==> src/sv/mlbc_pkg.sv <==
// Shared types and constants for the multi-LED blink controller.
// No dependencies.
package mlbc_pkg;

  localparam int NUM_LEDS_DEF = 4;
  localparam int SHOWN_LEDS   = 4;

  localparam int OP_W    = 3;
  localparam int IDX_W_F = 2;
  localparam int CNT_W   = 16;

  localparam logic [OP_W-1:0] OP_TICK         = 3'd0;
  localparam logic [OP_W-1:0] OP_SET          = 3'd1;
  localparam logic [OP_W-1:0] OP_TOGGLE       = 3'd2;
  localparam logic [OP_W-1:0] OP_BLINK_ON     = 3'd3;
  localparam logic [OP_W-1:0] OP_BLINK_OFF    = 3'd4;
  localparam logic [OP_W-1:0] OP_BLINK_TOGGLE = 3'd5;
  localparam logic [OP_W-1:0] OP_BLINK_TIMES  = 3'd6;

  // Per-LED timing entry held in the state memory.
  typedef struct packed {
    logic             saved_level;
    logic             endless;
    logic [CNT_W-1:0] flip_interval;
    logic [CNT_W-1:0] elapsed_ticks;
    logic [CNT_W-1:0] cycles_remaining;
  } led_entry_t;

endpackage

==> src/sv/mlbc_if.sv <==
// Valid/ready channels for command beats and result beats.
// Depends on mlbc_pkg.
interface mlbc_cmd_if;
  import mlbc_pkg::*;
  logic               valid;
  logic               ready;
  logic [OP_W-1:0]    operation;
  logic [IDX_W_F-1:0] led_index;
  logic               on_level;
  logic [CNT_W-1:0]   interval;
  logic [CNT_W-1:0]   blink_count;

  modport source(output valid, operation, led_index, on_level, interval, blink_count,
                 input ready);
  modport sink(input valid, operation, led_index, on_level, interval, blink_count,
               output ready);
endinterface

interface mlbc_res_if;
  import mlbc_pkg::*;
  logic                  valid;
  logic                  ready;
  logic [SHOWN_LEDS-1:0] led_levels;
  logic [SHOWN_LEDS-1:0] blinking;

  modport source(output valid, led_levels, blinking, input ready);
  modport sink(input valid, led_levels, blinking, output ready);
endinterface

==> src/sv/mlbc_tick_unit.sv <==
// One tick step for a single LED: count, flip, counted-blink bookkeeping.
// Depends on mlbc_pkg.
module mlbc_tick_unit (
  input  logic                   mode_in,
  input  logic                   level_in,
  input  mlbc_pkg::led_entry_t   entry_in,
  output logic                   mode_out,
  output logic                   level_out,
  output mlbc_pkg::led_entry_t   entry_out
);
  import mlbc_pkg::*;

  logic [CNT_W-1:0] count_inc;
  logic [CNT_W-1:0] rem_dec;
  logic             flipped;

  always_comb begin
    count_inc = entry_in.elapsed_ticks + CNT_W'(1);
    flipped   = ~level_in;
    rem_dec   = entry_in.cycles_remaining;
    if (rem_dec != '0) begin
      rem_dec = rem_dec - CNT_W'(1);
    end
    mode_out  = mode_in;
    level_out = level_in;
    entry_out = entry_in;
    if (mode_in) begin
      if (count_inc < entry_in.flip_interval) begin
        entry_out.elapsed_ticks = count_inc;
      end else begin
        entry_out.elapsed_ticks = '0;
        level_out = flipped;
        if (!entry_in.endless && (flipped == entry_in.saved_level)) begin
          entry_out.cycles_remaining = rem_dec;
          if (rem_dec == '0) begin
            mode_out = 1'b0;
          end
        end
      end
    end
  end

endmodule

==> src/sv/mlbc_engine.sv <==
// Sequencer around the per-LED state memory; levels and modes in flops.
// Depends on mlbc_pkg, mlbc_if, mlbc_tick_unit.
module mlbc_engine #(
  parameter int NUM_LEDS = mlbc_pkg::NUM_LEDS_DEF
) (
  input  logic        clk,
  input  logic        rst,
  mlbc_cmd_if.sink    cmd,
  mlbc_res_if.source  res
);
  import mlbc_pkg::*;

  localparam int IDX_W = (NUM_LEDS > 1) ? $clog2(NUM_LEDS) : 1;
  localparam logic [IDX_W-1:0] LAST_IDX = IDX_W'(NUM_LEDS - 1);

  localparam logic [1:0] S_IDLE    = 2'd0;
  localparam logic [1:0] S_TICK    = 2'd1;
  localparam logic [1:0] S_RESTORE = 2'd2;
  localparam logic [1:0] S_DONE    = 2'd3;

  logic [1:0]          st;
  logic [NUM_LEDS-1:0] levels;
  logic [NUM_LEDS-1:0] modes;
  logic [IDX_W-1:0]    ptr;
  logic [IDX_W-1:0]    idx_q;
  logic                out_valid;
  logic [SHOWN_LEDS-1:0] out_levels;
  logic [SHOWN_LEDS-1:0] out_blink;
  logic [SHOWN_LEDS-1:0] cur_levels;
  logic [SHOWN_LEDS-1:0] cur_blink;

  led_entry_t          mem [NUM_LEDS];
  led_entry_t          rd_data;
  led_entry_t          wr_data;
  logic [IDX_W-1:0]    rd_addr;
  logic [IDX_W-1:0]    wr_addr;
  logic                we;

  logic                accept;
  logic [IDX_W-1:0]    idx;
  logic                idx_ok;
  logic                period_nz;
  logic                count_nz;
  logic                start_blink;
  logic                out_free;

  logic                tick_mode;
  logic                tick_level;
  led_entry_t          tick_entry;

  assign cmd.ready = (st == S_IDLE);
  assign accept    = cmd.valid && cmd.ready;
  assign idx       = IDX_W'(cmd.led_index);
  assign idx_ok    = 32'(cmd.led_index) < NUM_LEDS;
  assign period_nz = cmd.interval != '0;
  assign count_nz  = cmd.blink_count != '0;
  assign out_free  = !out_valid || res.ready;

  always_comb begin
    start_blink = 1'b0;
    if (accept && idx_ok) begin
      case (cmd.operation)
        OP_BLINK_ON:     start_blink = period_nz;
        OP_BLINK_TOGGLE: start_blink = period_nz && !modes[idx];
        OP_BLINK_TIMES:  start_blink = period_nz && count_nz;
        default:         start_blink = 1'b0;
      endcase
    end
  end

  mlbc_tick_unit u_tick (
    .mode_in   (modes[ptr]),
    .level_in  (levels[ptr]),
    .entry_in  (rd_data),
    .mode_out  (tick_mode),
    .level_out (tick_level),
    .entry_out (tick_entry)
  );

  // Tick walks the LEDs: read of ptr+1 overlaps write-back of ptr.
  always_comb begin
    rd_addr = (cmd.operation == OP_TICK) ? '0 : idx;
    if (st == S_TICK) begin
      rd_addr = ptr + IDX_W'(1);
    end
    we      = 1'b0;
    wr_addr = idx;
    wr_data = '0;
    if (st == S_TICK) begin
      we      = modes[ptr];
      wr_addr = ptr;
      wr_data = tick_entry;
    end else if (start_blink) begin
      we                       = 1'b1;
      wr_data.saved_level      = levels[idx];
      wr_data.endless          = (cmd.operation != OP_BLINK_TIMES);
      wr_data.flip_interval    = cmd.interval;
      wr_data.elapsed_ticks    = '0;
      wr_data.cycles_remaining = (cmd.operation == OP_BLINK_TIMES) ? cmd.blink_count : '0;
    end
  end

  always_ff @(posedge clk) begin
    if (we) begin
      mem[wr_addr] <= wr_data;
    end
    rd_data <= mem[rd_addr];
  end

  always_ff @(posedge clk) begin
    if (rst) begin
      st        <= S_IDLE;
      levels    <= '0;
      modes     <= '0;
      ptr       <= '0;
      out_valid <= 1'b0;
    end else begin
      if (st == S_DONE && out_free) begin
        out_valid <= 1'b1;
      end else if (res.valid && res.ready) begin
        out_valid <= 1'b0;
      end
      case (st)
        S_IDLE: begin
          if (accept) begin
            if (cmd.operation == OP_TICK) begin
              ptr <= '0;
              st  <= S_TICK;
            end else begin
              st <= S_DONE;
              if (idx_ok) begin
                case (cmd.operation)
                  OP_SET: begin
                    modes[idx]  <= 1'b0;
                    levels[idx] <= cmd.on_level;
                  end
                  OP_TOGGLE: begin
                    modes[idx]  <= 1'b0;
                    levels[idx] <= ~levels[idx];
                  end
                  OP_BLINK_OFF: begin
                    if (modes[idx]) st <= S_RESTORE;
                  end
                  OP_BLINK_TOGGLE: begin
                    if (period_nz && modes[idx]) st <= S_RESTORE;
                  end
                  default: ;
                endcase
                if (start_blink) begin
                  modes[idx] <= 1'b1;
                end
              end
            end
          end
        end
        S_TICK: begin
          levels[ptr] <= tick_level;
          modes[ptr]  <= tick_mode;
          if (ptr == LAST_IDX) begin
            st <= S_DONE;
          end else begin
            ptr <= ptr + IDX_W'(1);
          end
        end
        S_RESTORE: begin
          levels[idx_q] <= rd_data.saved_level;
          modes[idx_q]  <= 1'b0;
          st            <= S_DONE;
        end
        S_DONE: begin
          if (out_free) begin
            st <= S_IDLE;
          end
        end
        default: st <= S_IDLE;
      endcase
    end
  end

  for (genvar i = 0; i < SHOWN_LEDS; i++) begin : g_show
    if (i < NUM_LEDS) begin : g_on
      assign cur_levels[i] = levels[i];
      assign cur_blink[i]  = modes[i];
    end else begin : g_off
      assign cur_levels[i] = 1'b0;
      assign cur_blink[i]  = 1'b0;
    end
  end

  always_ff @(posedge clk) begin
    if (accept) begin
      idx_q <= idx;
    end
    if (st == S_DONE && out_free) begin
      out_levels <= cur_levels;
      out_blink  <= cur_blink;
    end
  end

  assign res.valid      = out_valid;
  assign res.led_levels = out_levels;
  assign res.blinking   = out_blink;

endmodule

==> src/sv/multi_led_blink_controller_top.sv <==
// Multi-LED blink controller. Tick reads every LED's memory entry in S_TICK and
// writes back only blinking ones, then registers the result in S_DONE. Set,
// toggle and blink start go to S_DONE; blink stop first passes S_RESTORE (saved
// level read from memory). Ready returns at the edge that registers the result.
// Reset (synchronous) clears levels, modes and handshake; the timing memory is
// not cleared, every entry is written at blink start before its data is used.
module multi_led_blink_controller_top #(
  parameter int NUM_LEDS = mlbc_pkg::NUM_LEDS_DEF
) (
  input  logic        clk,
  input  logic        rst,
  mlbc_cmd_if.sink    cmd,
  mlbc_res_if.source  res
);
  import mlbc_pkg::*;

  localparam logic [SHOWN_LEDS-1:0] LED_MASK =
    (NUM_LEDS >= SHOWN_LEDS) ? '1 : SHOWN_LEDS'((1 << NUM_LEDS) - 1);

  mlbc_engine #(
    .NUM_LEDS (NUM_LEDS)
  ) u_engine (
    .clk (clk),
    .rst (rst),
    .cmd (cmd),
    .res (res)
  );

  a_busy_after_accept: assert property (@(posedge clk) disable iff (rst)
    (cmd.valid && cmd.ready) |=> !cmd.ready)
    else $error("engine ready right after accepting a beat");

  a_tick_walk: assert property (@(posedge clk) disable iff (rst)
    (cmd.valid && cmd.ready && cmd.operation == OP_TICK) |-> ##(NUM_LEDS + 1) !cmd.ready)
    else $error("tick finished before visiting every LED");

  a_unused_leds: assert property (@(posedge clk) disable iff (rst)
    res.valid |-> (((res.led_levels | res.blinking) & ~LED_MASK) == '0))
    else $error("result shows an LED that does not exist");

endmodule
==> src/flat_wrapper.sv <==
// flat-port wrapper written by rule: the top's interface ports become plain ports
module multi_led_blink_controller_top_flat import mlbc_pkg::*;
#(
  parameter int NUM_LEDS = mlbc_pkg::NUM_LEDS_DEF
)
  (clk, rst, cmd_valid, cmd_operation, cmd_led_index, cmd_on_level, cmd_interval, cmd_blink_count, cmd_ready, res_valid, res_led_levels, res_blinking, res_ready);
  mlbc_cmd_if cmd_i ();
  mlbc_res_if res_i ();
  input  logic clk;
  input  logic rst;
  input wire logic [$bits(cmd_i.valid)-1:0] cmd_valid;
  input wire logic [$bits(cmd_i.operation)-1:0] cmd_operation;
  input wire logic [$bits(cmd_i.led_index)-1:0] cmd_led_index;
  input wire logic [$bits(cmd_i.on_level)-1:0] cmd_on_level;
  input wire logic [$bits(cmd_i.interval)-1:0] cmd_interval;
  input wire logic [$bits(cmd_i.blink_count)-1:0] cmd_blink_count;
  output wire logic [$bits(cmd_i.ready)-1:0] cmd_ready;
  output wire logic [$bits(res_i.valid)-1:0] res_valid;
  output wire logic [$bits(res_i.led_levels)-1:0] res_led_levels;
  output wire logic [$bits(res_i.blinking)-1:0] res_blinking;
  input wire logic [$bits(res_i.ready)-1:0] res_ready;
  assign cmd_i.valid = cmd_valid;
  assign cmd_i.operation = cmd_operation;
  assign cmd_i.led_index = cmd_led_index;
  assign cmd_i.on_level = cmd_on_level;
  assign cmd_i.interval = cmd_interval;
  assign cmd_i.blink_count = cmd_blink_count;
  assign cmd_ready = cmd_i.ready;
  assign res_valid = res_i.valid;
  assign res_led_levels = res_i.led_levels;
  assign res_blinking = res_i.blinking;
  assign res_i.ready = res_ready;
  multi_led_blink_controller_top #(.NUM_LEDS(NUM_LEDS)) u_core (.clk(clk), .rst(rst), .cmd(cmd_i), .res(res_i));
endmodule
==> config.mk <==
export PLATFORM = sky130hd
export DESIGN_NAME = multi_led_blink_controller_top_flat
export DESIGN_NICKNAME = d
export VERILOG_FILES = /design/src/sv/mlbc_pkg.sv /design/src/sv/mlbc_if.sv /design/src/sv/mlbc_tick_unit.sv /design/src/sv/mlbc_engine.sv /design/src/sv/multi_led_blink_controller_top.sv /design/src/flat_wrapper.sv
export SDC_FILE = /design/constraint.sdc
export NUM_CORES = 1
export LEC_CHECK = 0
export BUFFER_PORTS_ARGS = -buffer_cell sky130_fd_sc_hd__buf_2
export CAP_MARGIN = 15
export CORE_ASPECT_RATIO = 1.5
export CORE_MARGIN = 10
export CORE_UTILIZATION = 60
export DETAILED_ROUTE_END_ITERATION = 6
export PLACE_DENSITY = 0.87
export SLEW_MARGIN = 10
export SYNTH_ARGS = -nofsm -noshare
export SYNTH_HDL_FRONTEND = slang
export SYNTH_HIERARCHICAL = 1
export SYNTH_SLANG_ARGS = --single-unit
==> constraint.sdc <==
create_clock -name clk -period 5.3 [get_ports clk]
set_clock_uncertainty 0.15 [all_clocks]
set_input_delay 0.265 -clock clk [delete_from_list [all_inputs] [get_ports clk]]
set_output_delay 0.265 -clock clk [all_outputs]
set_load 0.03 [all_outputs]
Word level (Yosys, flattened, before mapping)
Memories as Yosys holds them, arrays and structs flattened. A register that Yosys moved wholly into a read port is not among the register bits.
Index checks and enable logic that the tools add are counted.
Operators by class
  add/subtract/negate cells: 3
  bitwise gates (word level): 7
  reductions and logical operators: 28
  eq/ne operators: 19
  magnitude comparators: 7
  muxes and demuxes: 69
Operators with widths (number)
  50-bit 2-to-1 mux: 2
  16-bit 2-to-1 mux: 5
  16-bit nonzero test: 3
  4-bit 2-to-1 mux: 10
  32-bit 2-to-1 mux: 1
  4-bit one-hot mux with 3 select lines: 2
  1-bit 2-to-1 mux: 22
  4-bit bitwise mux: 5
  2-bit 2-to-1 mux: 10
  16-bit by 1-bit adder with 16-bit output (second input constant): 1
  16-bit logical NOT: 1
  16-bit < comparator: 1
  16-bit by 1-bit subtractor with 16-bit output (second input constant): 1
  1-bit logical AND: 10
  3-bit equality test (second input constant): 3
  2-bit by 3-bit < comparator with 1-bit output (second input constant): 3
  4-bit bitwise AND: 2
  1-bit binary-select mux with 2-bit select: 4
  4-bit NOT: 2
  2-bit one-hot mux with 4 select lines: 1
  4-bit one-hot mux with 2 select lines: 1
  4-bit AND reduction: 2
  1-bit demux with 2-bit select: 3
  2-bit equality test (second input constant): 3
  other kinds (23): 35
Word-level totals
  logic and storage cells: 142
  bits of input ports: 42
  bits in writable memories: 200
  register bits: 23
  memories: 1
  output and inout port bits: 10
Memory list
  u_core.u_engine.mem: words 4, width 50, read ports 1, clocked after memory_dff 1, wr ports 1, line mlbc_engine.sv:32  | led_entry_t mem [NUM_LEDS];

Longest topological paths before layout
Gate-level depths: netlist (run 1).
  depth after elaboration: 16
  gate-level depth with buffers: 19
  gate-level depth less buffers: 17

By module
The synthesis (run 1) kept the hierarchy.
By module, submodules not included
  mlbc_engine: seq. area each 7567.3 um^2, area each 10709.0 um^2, times used 1, cells each 660
  mlbc_tick_unit: seq. area each 0.0 um^2, area each 1720.4 um^2, times used 1, cells each 256

Worst setup path before layout (run 1)
OpenSTA, ideal clock, no wires.
  path kind: flip-flop to flip-flop
  from: reg u_core/u_engine/rd_data[18] (netlist name)
  to: reg with a tool-made name
  path buffers: 1
  clock period less this slack: 3928 ps
  slack: 1372 ps
  cell stages (with the launch flop): 17
  data required time: 5036 ps
  arrival time: 3663 ps
  setup time: 114 ps
  path through: dfxtp_1 -> nand3_1 -> nor4_2 -> nand3_1 -> nor3b_1 -> xor2_1 -> ha_1 -> nand4_1 -> a211oi_1 -> a22oi_1 -> nand2_1 -> clkbuf_1 -> nand2_1 -> xnor2_1 -> mux2_2 -> a221oi_1 -> a2111oi_0

==> results of run 1 <==
-- cell usage after synthesis (4+ instances only) --
cell type and n:
sky130_fd_sc_hd__nor4_1 12, sky130_fd_sc_hd__dfxtp_1 63, sky130_fd_sc_hd__edfxtp_1 210, sky130_fd_sc_hd__nand2_1 37
sky130_fd_sc_hd__and2_1 19, sky130_fd_sc_hd__a21o_1 5, sky130_fd_sc_hd__nor3b_1 5, sky130_fd_sc_hd__xnor2_1 24
sky130_fd_sc_hd__a21oi_1 17, sky130_fd_sc_hd__a32o_1 6, sky130_fd_sc_hd__a211oi_1 6, sky130_fd_sc_hd__mux2i_1 156
sky130_fd_sc_hd__nor2_1 28, sky130_fd_sc_hd__inv_1 35, sky130_fd_sc_hd__ha_1 25, sky130_fd_sc_hd__mux4_2 4
sky130_fd_sc_hd__nand2b_1 5, sky130_fd_sc_hd__o2bb2ai_1 5, sky130_fd_sc_hd__nor2b_1 12, sky130_fd_sc_hd__xor2_1 8
sky130_fd_sc_hd__nand4_1 12, sky130_fd_sc_hd__a22oi_1 4, sky130_fd_sc_hd__nor3_1 15, sky130_fd_sc_hd__o22ai_1 4
sky130_fd_sc_hd__a22o_1 40, sky130_fd_sc_hd__clkbuf_1 18, sky130_fd_sc_hd__o21ai_0 26, sky130_fd_sc_hd__buf_4 29
sky130_fd_sc_hd__mux2_2 5, sky130_fd_sc_hd__buf_1 5, sky130_fd_sc_hd__buf_2 6, sky130_fd_sc_hd__nand3_1 18
-- state kept, by name (all words and copies together), names as in the netlist, named ones only --
register,count
u_core/u_engine/idx_q,2
u_core/u_engine/res.led_levels,4
u_core/u_engine/st,2
u_core/u_engine/res.valid,1
u_core/u_engine/res.blinking,4
u_core/u_engine/mem,200
u_core/u_engine/cur_blink,4
u_core/u_engine/ptr,2
u_core/u_engine/rd_data,50
-- worst reg2reg max path: cells and delay by family (launching register included) --
family,cells,cell delay (ns)
AOI/OAI and AO/OA,4,0.82
xor gates and xnor gates,2,0.46
adders and majority gates,1,0.33
DFF,1,0.43
muxes,1,0.23
and+or+nand+nor,7,1.84
-- path summary, 6_finish.rpt --
kind                               startpoint  cells after the start  slack, ns                          to
hold / removal                cmd_interval[7]                      2       0.02  u_core/u_engine/mem[2][39]
setup reg to reg  u_core/u_engine/rd_data[18]                     15       0.92                   flip-flop
setup / recovery  u_core/u_engine/rd_data[18]                     15       0.92                   flip-flop
hold reg to reg         u_core/u_engine/st[1]                      2       0.34       u_core/u_engine/st[1]
-- routing by layer --
| layer | vias up | part of all wire [%] |
|---|---|---|
| li1 | 3583 | - |
| met1 | 3786 | 39 |
| met2 | 295 | 53 |
| met3 | 63 | 5.2 |
| met5 | - | 0 |
| met4 | 0 | 3.4 |
-- cell families (layout without fill, tap and decap cells) --
logic type / Yosys count / after routing / share of synthesized area [%]
AO/OA/AOI/OAI: 138 / 138 / 8.204
XOR/XNOR: 32 / 32 / 2.255
adder cells (fa/ha/maj): 25 / 25 / 2.517
buffers and inverters: 96 / 165 / 3.906
flip-flops: 273 / 273 / 60.88
multiplexers: 165 / 165 / 13.74
AND/OR/NAND/NOR: 187 / 187 / 8.496
-- through the flow --
step | hold slack [ns] | cell area, sq um
floorplan | 0.2047 | 12430
global placement | 0.3349 | 12820
detailed placement | 0.3362 | 12820
CTS | 0.002373 | 13820
global route | 0.02025 | 13830
finish | 0.01545 | 13830
-- power by group --
group          internal [mW]  switching, mW
Combinational          0.931           1.31
Sequential              2.71          0.267
Clock                  0.959          0.733
Total                   4.60           2.31
-- area by class of cell --
class | instances | area share [%]
Sequential cell | 273 | 54.73
Clock inverter | 11 | 0.6425
Multi-Input combinational cell | 547 | 31.92
Inverter | 36 | 0.9773
Clock buffer | 33 | 4.959
Timing Repair Buffer | 85 | 4.389
Tap cell | 264 | 2.389
-- cells in the final DEF (no fill, tap or decap), types with 5 or more instances in the layout --
cell type and n:
sky130_fd_sc_hd__dfxtp_1 63, sky130_fd_sc_hd__edfxtp_1 210, sky130_fd_sc_hd__xnor2_1 24, sky130_fd_sc_hd__nand2b_1 5, sky130_fd_sc_hd__a211oi_1 6, sky130_fd_sc_hd__nor4_1 12
sky130_fd_sc_hd__nand4_1 12, sky130_fd_sc_hd__nor3_1 13, sky130_fd_sc_hd__nand3_1 18, sky130_fd_sc_hd__xor2_1 8, sky130_fd_sc_hd__clkbuf_16 25, sky130_fd_sc_hd__nor3b_1 5
sky130_fd_sc_hd__o21ai_0 26, sky130_fd_sc_hd__nor2b_1 12, sky130_fd_sc_hd__dlygate4sd3_1 22, sky130_fd_sc_hd__mux2i_1 156, sky130_fd_sc_hd__clkbuf_1 5, sky130_fd_sc_hd__o2bb2ai_1 5
sky130_fd_sc_hd__a21o_1 5, sky130_fd_sc_hd__a22o_1 40, sky130_fd_sc_hd__ha_1 24, sky130_fd_sc_hd__buf_2 51, sky130_fd_sc_hd__a21oi_1 16, sky130_fd_sc_hd__and2_1 19
sky130_fd_sc_hd__mux2_2 5, sky130_fd_sc_hd__nand2_1 36, sky130_fd_sc_hd__inv_1 35, sky130_fd_sc_hd__buf_4 8, sky130_fd_sc_hd__nor2_1 28
==> insert_results.sql, run 1 <==
INSERT INTO impl_metrics (metric_group, metric, value, unit) VALUES
('layout', 'multi_input_comb_area', '4413', 'sq um'),
('synth', 'yosysWarnings', '6', ''),
('placed_design', 'hpwl', '16610', 'um'),
('global_route', 'grt_overflow', '0', ''),
('pwr', 'post-layout-total-power', '6.915', 'mW'),
('sta', 'timing.final.setup_violations', '0', ''),
('drt', 'wirelength', '26500', 'um'),
('job', 'timing.max_cap.violations', '0', ''),
('sta', 'finalCriticalPeriod', '4.383', 'ns'),
('die', 'fp.dieW', '137.5', 'um'),
('drt', 'routedWlPerCell', '21.22', 'um'),
('sta', 'tns', '0', 'ns'),
('placed_design', 'dp_cells', '1182', ''),
('layout', 'antenna_cells', '0', ''),
('sta', 'worst_pin_slew', '1.018', 'ns'),
('drt', 'ant_nets', '0', ''),
('critical_path', 'buffers_and_inverters_on_the_worst_path', '0', ''),
('global_route', 'antenna_found_initial', '0', ''),
('global_route', 'grt.met3_usage', '2.532', '%'),
('synth', 'synth_top_cells_by_area', 'sky130_fd_sc_hd__edfxtp_1 51%, sky130_fd_sc_hd__mux2i_1 13%, sky130_fd_sc_hd__dfxtp_1 10%', ''),
('die', 'placement_rows', '64', ''),
('clock_network', 'root_buffer', 'sky130_fd_sc_hd__clkbuf_16', ''),
('sta', 'hold_viol_final', '0', ''),
('synth', 'synth_largest_type_area_fraction', '50.73', '%'),
('placed_design', 'post_placement_setup_slack', '1.076', 'ns'),
('clock_network', 'cts_hold_fix_bufs', '22', ''),
('synth', 'synth-edff-count', '210', ''),
('layout', 'n_fill_cell', '1346', ''),
('clock_network', 'clock_sink_count', '273', ''),
('pwr', 'power_density', '500.1', 'nW/um^2'),
('layout', 'final-instance-count-excl-fill', '1249', ''),
('layout', 'utilization', '67.71', '%'),
('critical_path', 'critPathKind', 'reg2reg', ''),
('die', 'starting_density_of_the_core', '60.87', '%'),
('sta', 'post-route-period-util', '82.70', '%'),
('global_route', 'grt_met2_usage', '34.74', '%'),
('sta', 'final_max_slew_viol_count', '0', ''),
('critical_path', 'arr_time_crit_path', '4.61', 'ns'),
('synth', 'mappedNetlistArea', '12430', 'sq um'),
('clock_network', 'insertion_delay', '0.51', 'ns'),
('placed_design', 'gp_congestion', '0.9393', ''),
('synth', 'post-synth-top-area-cell', 'sky130_fd_sc_hd__edfxtp_1', ''),
('die', 'core', '20420', 'sq um'),
('drt', 'drtIter0Drc', '562', ''),
('sta', 'postLayoutSetupSlackWorst', '0.9171', 'ns'),
('die', 'die_height', '196.3', 'um'),
('sta', 'fmax', '228.2', 'MHz'),
('pwr', 'leakage', '5.232', 'nW'),
('global_route', 'first_global_vias', '8127', ''),
('synth', 'syn-instance-count', '916', ''),
('die', 'io_pins', '52', ''),
('global_route', 'grt_pass1_wl', '42500', 'um'),
('layout', 'layout-drive-gt1-share', '13.20', '%'),
('clock_network', 'num_cts_buffers', '24', ''),
('synth', 'yosys.cell_types.count', '67', ''),
('global_route', 'groute.usage.overall', '19.69', '%'),
('global_route', 'use_met1', '23.25', '%'),
('critical_path', 'slowest_stage', 'sky130_fd_sc_hd__dfxtp_1', ''),
('critical_path', 'timing.critical_path.required', '5.53', 'ns'),
('critical_path', 'worst_path_dominant_cell_family', 'simple AND/OR/NAND/NOR gates', ''),
('hold_path', 'hold_path_class', 'in2reg', ''),
('status', 'outcome', 'complete, no violations', ''),
('sta', 'setup_repair_after_global_routing_missed_its_margin', 'no', ''),
('sta', 'max-slew-margin-rel', '32.14', '%'),
('critical_path', 'crit_fanout', '9', ''),
('pwr', 'worst_ir_drop_vdd', '0.4029', 'mV'),
('drt', 'avgViaCountPerCell', '6.187', ''),
('synth', 'asyncSetResetFlopFracSynth', '0', '%'),
('synth', 'syn_area_cell', '13.57', 'sq um'),
('clock_network', 'clock_pin_transition_on_the_worst_setup_and_hold_timing_paths', '0.06', 'ns'),
('synth', 'synth_fp_nets', '983', '');
Power figures use the tool's default switching activity.
==> inputs of run 2 (changes only) <==
==> constraint.sdc (replaced) <==
create_clock -name clk -period 4.1 [get_ports clk]
set_clock_uncertainty 0.15 [all_clocks]
set_input_delay 0.205 -clock clk [delete_from_list [all_inputs] [get_ports clk]]
set_output_delay 0.205 -clock clk [all_outputs]
set_load 0.03 [all_outputs]
==> run 2 against run 1 <==
Sequential share of layout area down 1.3 points. Setup slack got worse by 0.80 ns. Worst hold slack improved by 0.017 ns. First-iteration DRC count is 31% higher. Sequential power rose by 29%. Routed wire length is 6.4% higher. Highest routed layer unchanged. Design area up 2.5%. Maximum frequency grew 10%.
==> insert_results.sql, run 2 (synthesized netlist as in run 1, its figures left out) <==
INSERT INTO impl_metrics (metric_group, metric, value, unit) VALUES
('die', 'core', '20420', 'sq um'),
('layout', 'antenna_cells', '0', ''),
('placed_design', 'portBuffers', '51', ''),
('critical_path', 'setup_crit_end_kind', 'flip-flop', ''),
('sta', 'fmax', '251.4', 'MHz'),
('die', 'io_pins', '52', ''),
('sta', 'timing.final.setup_violations', '0', ''),
('clock_network', 'cts_tree', 'built', ''),
('die', 'placement_rows', '64', ''),
('global_route', 'grt_pass1_wl', '44680', 'um'),
('layout', 'regMostFlops', 'u_core/u_engine/mem', ''),
('clock_network', 'root_buffer', 'sky130_fd_sc_hd__clkbuf_16', ''),
('critical_path', 'crit_fanout', '7', ''),
('critical_path', 'timing.critical_path.required', '4.19', 'ns'),
('clock_network', 'ctsHtreeMaxLevel', '1', ''),
('clock_network', 'clock_sink_count', '273', ''),
('placed_design', 'placed_cell_area', '12880', 'sq um'),
('layout', 'utilization', '69.38', '%'),
('job', 'timing.max_cap.violations', '0', ''),
('global_route', 'grt_start_max_net_pins', '101', ''),
('critical_path', 'arr_time_crit_path', '4.07', 'ns'),
('global_route', 'groute.usage.overall', '20.64', '%'),
('layout', 'layout.nets', '1060', ''),
('sta', 'hold_viol_final', '0', ''),
('sta', 'post-route-period-util', '97.02', '%'),
('critical_path', 'critPathKind', 'reg2reg', ''),
('placed_design', 'gp_congestion', '0.9425', ''),
('critical_path', 'r2r_cells', '16', ''),
('sta', 'worst_pin_slew', '0.8635', 'ns'),
('critical_path', 'regToRegSetupSlack', '0.12', 'ns'),
('die', 'fp.dieW', '137.5', 'um'),
('layout', 'area_delta_synth_final', '13.97', '%'),
('sta', 'max-slew-margin-rel', '42.09', '%'),
('placed_design', 'dp_cells', '1192', ''),
('layout', 'layout-drive-gt1-share', '15.05', '%'),
('drt', 'wirelength', '28190', 'um'),
('layout', 'n_fill_cell', '1278', ''),
('layout', 'final_common_cell', 'sky130_fd_sc_hd__edfxtp_1', ''),
('clock_network', 'clock_pin_transition_on_the_worst_setup_and_hold_timing_paths', '0.06', 'ns'),
('critical_path', 'worst_setup_path_start_kind', 'flip-flop', ''),
('sta', 'finalCriticalPeriod', '3.978', 'ns'),
('critical_path', 'reg2reg_from', 'u_core/u_engine/rd_data[22]', ''),
('status', 'outcome', 'complete, no violations', ''),
('hold_path', 'hold_start', 'cmd_valid', ''),
('layout', 'biggestRegsByFlops', 'u_core/u_engine/mem: 200 flops, u_core/u_engine/rd_data: 50 flops', ''),
('die', 'die_area', '26990', 'sq um'),
('pwr', 'leakage', '5.398', 'nW'),
('hold_path', 'worstHoldEndpoint', 'u_core/u_engine/idx_q[0]', ''),
('global_route', 'antenna_found_initial', '0', ''),
('placed_design', 'hpwl', '17030', 'um'),
('drt', 'avgViaCountPerCell', '6.301', ''),
('drt', 'detailedRoute.firstPassIterationCount', '5', ''),
('die', 'starting_density_of_the_core', '60.87', '%'),
('drt', 'ant_nets', '0', ''),
('layout', 'final_cell_mix', '210 x sky130_fd_sc_hd__edfxtp_1, 156 x sky130_fd_sc_hd__mux2i_1, 62 x sky130_fd_sc_hd__dfxtp_1', ''),
('clock_network', 'insertion_delay', '0.51', 'ns'),
('pwr', 'worst_ir_drop_vdd', '0.7512', 'mV'),
('global_route', 'first_global_vias', '8419', ''),
('clock_network', 'num_cts_buffers', '24', ''),
('drt', 'count_of_vias_placed_by_the_detailed_router', '8028', ''),
('clock_network', 'cts_buffer_depth', '3', ''),
('drt', 'drtIter0Drc', '739', ''),
('global_route', 'grt_overflow', '0', ''),
('hold_path', 'hold_path_class', 'in2reg', ''),
('hold_path', 'timing.hold.worst_path_depth', '2', ''),
('die', 'die_height', '196.3', 'um'),
('layout', 'final-instance-count-excl-fill', '1274', ''),
('drt', 'detail_route.drc_violations', '0', ''),
('layout', 'max_ffs_per_register', '200', ''),
('pwr', 'power_density', '652.4', 'nW/um^2'),
('sta', 'final_max_slew_viol_count', '0', ''),
('critical_path', 'worstReg2RegEnd', 'u_core/u_engine/mem[2][14]', ''),
('drt', 'routedWlPerCell', '22.12', 'um'),
('layout', 'finish.instance_area', '14170', 'sq um');
[run 2: layout make-up]
type                    instances  area (sq um)  area share [%]
repair buffers                111         820.8           5.794
clock buffers                  34         699.4           4.937
multi-input cells             547          4469           31.55
flip-flops and latches        273          7569           53.43
inverters                      36         135.1          0.9539
well taps                     264         330.3           2.332
clock inverters                 9         142.6           1.007
[run 2: report_power, final]
| part | internal (mW) | switching, mW |
|---|---|---|
| logic | 1.24 | 1.76 |
| clock network | 1.44 | 0.952 |
| registers | 3.51 | 0.339 |
| total | 6.19 | 3.05 |
[run 2: per-stage QoR]
step / power, mW / worst slack, ns / TNS (ns) / hold slack (ns)
6_report: 9.242 / 0.1220 / 0 / 0.03244
3_3_place_gp: 6.635 / 0.2508 / 0 / 0.3378
5_1_grt: 9.648 / -0.04056 / -0.3625 / 0.04759
4_1_cts: 9.143 / 0.01416 / 0 / 0.02295
3_5_place_dp: 6.732 / 0.01672 / 0 / 0.3455
2_1_floorplan: 6.090 / 0.1721 / 0 / 0.1447
[run 2: metal layers]
metal  wire length, um  global-route usage, %  up-vias
met3              1515                  2.455       81
met4              1051                  8.222        0
met5                 0                      0        -
met2             14830                  36.68      343
met1             10790                  24.47     3967
li1                  -                      -     3637
[run 2: how the worst max path moves through the flow]
| stage | start | endpoint | slack (ns) | depth (start not counted) |
|---|---|---|---|---|
| finish | u_core/u_engine/rd_data[22] | u_core/u_engine/mem[2][14] | 0.12 | 16 |
| global route | u_core/u_engine/rd_data[22] | u_core/u_engine/mem[2][14] | -0.04 | 16 |
| CTS | u_core/u_engine/rd_data[16] | flip-flop | 0.01 | 16 |
| detailed placement | u_core/u_engine/rd_data[16] | flip-flop | 0.02 | 16 |
| global placement | u_core/u_engine/rd_data[16] | u_core/u_engine/mem[0][18] | 0.25 | 15 |
| floorplan | u_core/u_engine/rd_data[18] | flip-flop | 0.17 | 16 |
[run 2: timing repair]
action | CTS | global route
setup endpoints to repair | 0 | 80
buffers inserted | 0 | 1
hold buffers | 37 | 0
endpoints found under the hold margin | 140 | 0
gates resized for setup | 0 | 16
[run 2: critical path, cell delays in order, from the launching register on]
cell	delay, ns
sky130_fd_sc_hd__dfxtp_1	0.46
sky130_fd_sc_hd__nand3_1	0.16
sky130_fd_sc_hd__nor4_4	0.25
sky130_fd_sc_hd__nand3_1	0.17
sky130_fd_sc_hd__buf_4	0.20
sky130_fd_sc_hd__nor2_1	0.19
sky130_fd_sc_hd__xor2_1	0.10
sky130_fd_sc_hd__ha_1	0.31
sky130_fd_sc_hd__nand4_1	0.17
sky130_fd_sc_hd__a211oi_2	0.20
sky130_fd_sc_hd__a22oi_2	0.10
sky130_fd_sc_hd__buf_4	0.16
sky130_fd_sc_hd__a21oi_2	0.24
sky130_fd_sc_hd__buf_4	0.23
sky130_fd_sc_hd__nand2_1	0.07
sky130_fd_sc_hd__mux2_2	0.27
sky130_fd_sc_hd__a22o_1	0.27
==> inputs of run 3 (changes only) <==
--- a/config.mk
+++ b/config.mk
@@ -11,6 +11,7 @@
 export CORE_MARGIN = 10
 export CORE_UTILIZATION = 60
 export DETAILED_ROUTE_END_ITERATION = 6
+export MAX_ROUTING_LAYER = met4
 export PLACE_DENSITY = 0.87
 export SLEW_MARGIN = 10
 export SYNTH_ARGS = -nofsm -noshare
==> constraint.sdc (replaced) <==
create_clock -name clk -period 4.4 [get_ports clk]
set_clock_uncertainty 0.15 [all_clocks]
set_input_delay 0.22 -clock clk [delete_from_list [all_inputs] [get_ports clk]]
set_output_delay 0.22 -clock clk [all_outputs]
set_load 0.03 [all_outputs]
==> run 3 against run 2 <==
Routed wire length grew 0.76%. Total power is 5.9% lower. Cell count down 0.39%.
==> insert_results.sql, run 3 (synthesized netlist as in run 1, its figures left out) <==
INSERT INTO impl_metrics (metric_group, metric, value, unit) VALUES
('layout', 'biggestRegsByFlops', 'u_core/u_engine/mem: 200 flops, u_core/u_engine/rd_data: 50 flops', ''),
('drt', 'avgViaCountPerCell', '6.290', ''),
('critical_path', 'crit_fanout', '7', ''),
('global_route', 'first_global_vias', '8205', ''),
('pwr', 'worst_ir_drop_vdd', '0.4263', 'mV'),
('drt', 'ant_nets', '0', ''),
('layout', 'n_fill_cell', '1314', ''),
('sta', 'final_max_slew_viol_count', '0', ''),
('critical_path', 'slowest_stage', 'sky130_fd_sc_hd__dfxtp_1', ''),
('global_route', 'grt_start_max_net_pins', '56', ''),
('layout', 'regMostFlops', 'u_core/u_engine/mem', ''),
('pwr', 'power_density', '615.8', 'nW/um^2'),
('critical_path', 'arr_time_crit_path', '4.35', 'ns'),
('layout', 'max_ffs_per_register', '200', ''),
('global_route', 'groute.usage.overall', '21.63', '%'),
('clock_network', 'clock_sink_count', '273', ''),
('clock_network', 'root_buffer', 'sky130_fd_sc_hd__clkbuf_16', ''),
('clock_network', 'cts_buffer_depth', '3', ''),
('clock_network', 'insertion_delay', '0.52', 'ns'),
('sta', 'worst_hold_slack', '0.02962', 'ns'),
('clock_network', 'post_cts_setup_inserts', '0', ''),
('critical_path', 'worst_setup_path_start_kind', 'flip-flop', ''),
('layout', 'antenna_cells', '0', ''),
('sta', 'max-slew-margin-rel', '40.31', '%'),
('critical_path', 'buffers_and_inverters_on_the_worst_path', '0', ''),
('global_route', 'grt_pass1_wl', '44580', 'um'),
('pwr', 'leakage', '5.363', 'nW'),
('die', 'die_area', '26990', 'sq um'),
('sta', 'worst_pin_slew', '0.8900', 'ns'),
('drt', 'routedWlPerCell', '22.38', 'um'),
('drt', 'detailedRoute.firstPassIterationCount', '5', ''),
('clock_network', 'clock_pin_transition_on_the_worst_setup_and_hold_timing_paths', '0.07', 'ns'),
('die', 'placement_rows', '64', ''),
('layout', 'final_cell_mix', '210 x sky130_fd_sc_hd__edfxtp_1, 156 x sky130_fd_sc_hd__mux2i_1, 63 x sky130_fd_sc_hd__dfxtp_1', ''),
('sta', 'fmax', '244.2', 'MHz'),
('critical_path', 'critPathKind', 'reg2reg', ''),
('layout', 'layout.nets', '1054', ''),
('drt', 'count_of_vias_placed_by_the_detailed_router', '7982', ''),
('job', 'timing.max_cap.violations', '0', ''),
('placed_design', 'hpwl', '16610', 'um'),
('drt', 'wirelength', '28400', 'um'),
('global_route', 'antenna_found_initial', '0', ''),
('clock_network', 'ctsHtreeMaxLevel', '1', ''),
('critical_path', 'setup_crit_end_kind', 'flip-flop', ''),
('layout', 'final-instance-count-excl-fill', '1269', ''),
('layout', 'final_common_cell', 'sky130_fd_sc_hd__edfxtp_1', ''),
('clock_network', 'num_cts_buffers', '25', ''),
('clock_network', 'cts_tree', 'built', ''),
('status', 'outcome', 'complete, no violations', ''),
('die', 'io_pins', '52', ''),
('drt', 'drtIter0Drc', '760', ''),
('sta', 'finalCriticalPeriod', '4.096', 'ns'),
('die', 'starting_density_of_the_core', '60.87', '%'),
('die', 'core', '20420', 'sq um'),
('placed_design', 'dp_cells', '1185', ''),
('die', 'die_height', '196.3', 'um'),
('placed_design', 'portBuffers', '51', ''),
('critical_path', 'worst_path_dominant_cell_family', 'simple AND/OR/NAND/NOR gates', ''),
('critical_path', 'path_cells', 'ha_1 > nand2_1 > or2_1 > nor2_2 > and3_1 > xnor2_1 > ha_1 > nand4_1 > a211oi_1 > a22oi_2 > nand2_2 > nand3_1 > o41a_1 > and4_1 > a32o_1 > o21bai_1', ''),
('sta', 'hold_viol_final', '0', ''),
('sta', 'post-route-period-util', '93.08', '%'),
('sta', 'timing.final.setup_violations', '0', ''),
('global_route', 'grt_overflow', '0', ''),
('layout', 'layout-drive-gt1-share', '13.93', '%'),
('critical_path', 'cp_common_cell', 'sky130_fd_sc_hd__ha_1', ''),
('placed_design', 'gp_congestion', '0.9509', ''),
('hold_path', 'hold_path_class', 'in2reg', ''),
('die', 'fp.dieW', '137.5', 'um'),
('critical_path', 'worst_path_max_stage_delay', '0.43', 'ns'),
('drt', 'detail_route.drc_violations', '0', ''),
('critical_path', 'timing.critical_path.required', '4.66', 'ns'),
('layout', 'area_delta_synth_final', '13.61', '%');
## run 3: cell count changes in the layout (fill, tap and decap cells not counted), sizes merged
cell and change:
clkinv +1, dlygate4sd3 +1, bufinv +1, clkbuf -2
buf -8, clkinvlp +2
## run 3: final cells by class
class | count | area [sq um] | share of cell area, %
Tap cell | 264 | 330.3 | 2.339
Clock inverter | 13 | 195.2 | 1.382
Sequential cell | 273 | 7567 | 53.59
Timing Repair Buffer | 104 | 777.0 | 5.502
Clock buffer | 32 | 671.9 | 4.758
Multi-Input combinational cell | 547 | 4444 | 31.47
Inverter | 36 | 135.1 | 0.9569
## run 3: worst register-to-register path, cell delays in order, from the launching register on
cell and delay, ns:
sky130_fd_sc_hd__dfxtp_1 0.43, sky130_fd_sc_hd__ha_1 0.29, sky130_fd_sc_hd__nand2_1 0.07, sky130_fd_sc_hd__or2_1 0.31
sky130_fd_sc_hd__nor2_2 0.24, sky130_fd_sc_hd__and3_1 0.23, sky130_fd_sc_hd__xnor2_1 0.10, sky130_fd_sc_hd__ha_1 0.31
sky130_fd_sc_hd__nand4_1 0.15, sky130_fd_sc_hd__a211oi_1 0.25, sky130_fd_sc_hd__a22oi_2 0.15, sky130_fd_sc_hd__nand2_2 0.19
sky130_fd_sc_hd__nand3_1 0.09, sky130_fd_sc_hd__o41a_1 0.42, sky130_fd_sc_hd__and4_1 0.22, sky130_fd_sc_hd__a32o_1 0.22
sky130_fd_sc_hd__o21bai_1 0.15
## run 3: worst paths after layout
check	slack [ns]	startpoint	to	depth (start not counted)
max reg2reg	0.30	u_core/u_engine/rd_data[16]	u_core/u_engine/cur_blink[1]	16
min	0.03	cmd_interval[3]	u_core/u_engine/mem[1][35]	2
min reg2reg	0.34	u_core/u_engine/st[1]	u_core/u_engine/st[1]	2
max	0.30	u_core/u_engine/rd_data[16]	u_core/u_engine/cur_blink[1]	16
## run 3: what timing repair did
| item | in CTS | in global routing |
|---|---|---|
| resized for setup | 0 | 7 |
| hold buffers | 38 | 0 |
| hold endpoints to repair | 139 | 0 |
| setup endpoints to repair | 0 | 60 |
## run 3: power by group
part	internal, mW	switching (mW)
logic	1.15	1.65
clock network	1.37	0.927
registers	3.27	0.323
total	5.80	2.90
## run 3: per-layer routing
| layer | routed length (um) | vias up | global-route usage [%] | share of wire, % |
|---|---|---|---|---|
| met1 | 10730 | 3894 | 24.98 | 38 |
| met4 | 1187 | 0 | 9.789 | 4.2 |
| met2 | 14840 | 375 | 36.40 | 52 |
| met5 | 0 | - | - | 0 |
| li1 | - | 3614 | - | - |
| met3 | 1640 | 99 | 2.967 | 5.8 |
## run 3: metrics by stage
step | total power [mW] | TNS (ns) | util (%) | area (sq um) | setup slack (ns)
6_report | 8.696 | 0 | 69.15 | 14120 | 0.3043
3_5_place_dp | 6.268 | 0 | 62.84 | 12830 | 0.1364
4_1_cts | 8.605 | 0 | 68.95 | 14080 | 0.09523
3_3_place_gp | 6.175 | 0 | 62.84 | 12830 | 0.3165
5_1_grt | 9.056 | -0.004889 | 69.15 | 14120 | -0.004889
2_1_floorplan | 5.675 | 0 | - | 12430 | 0.4721
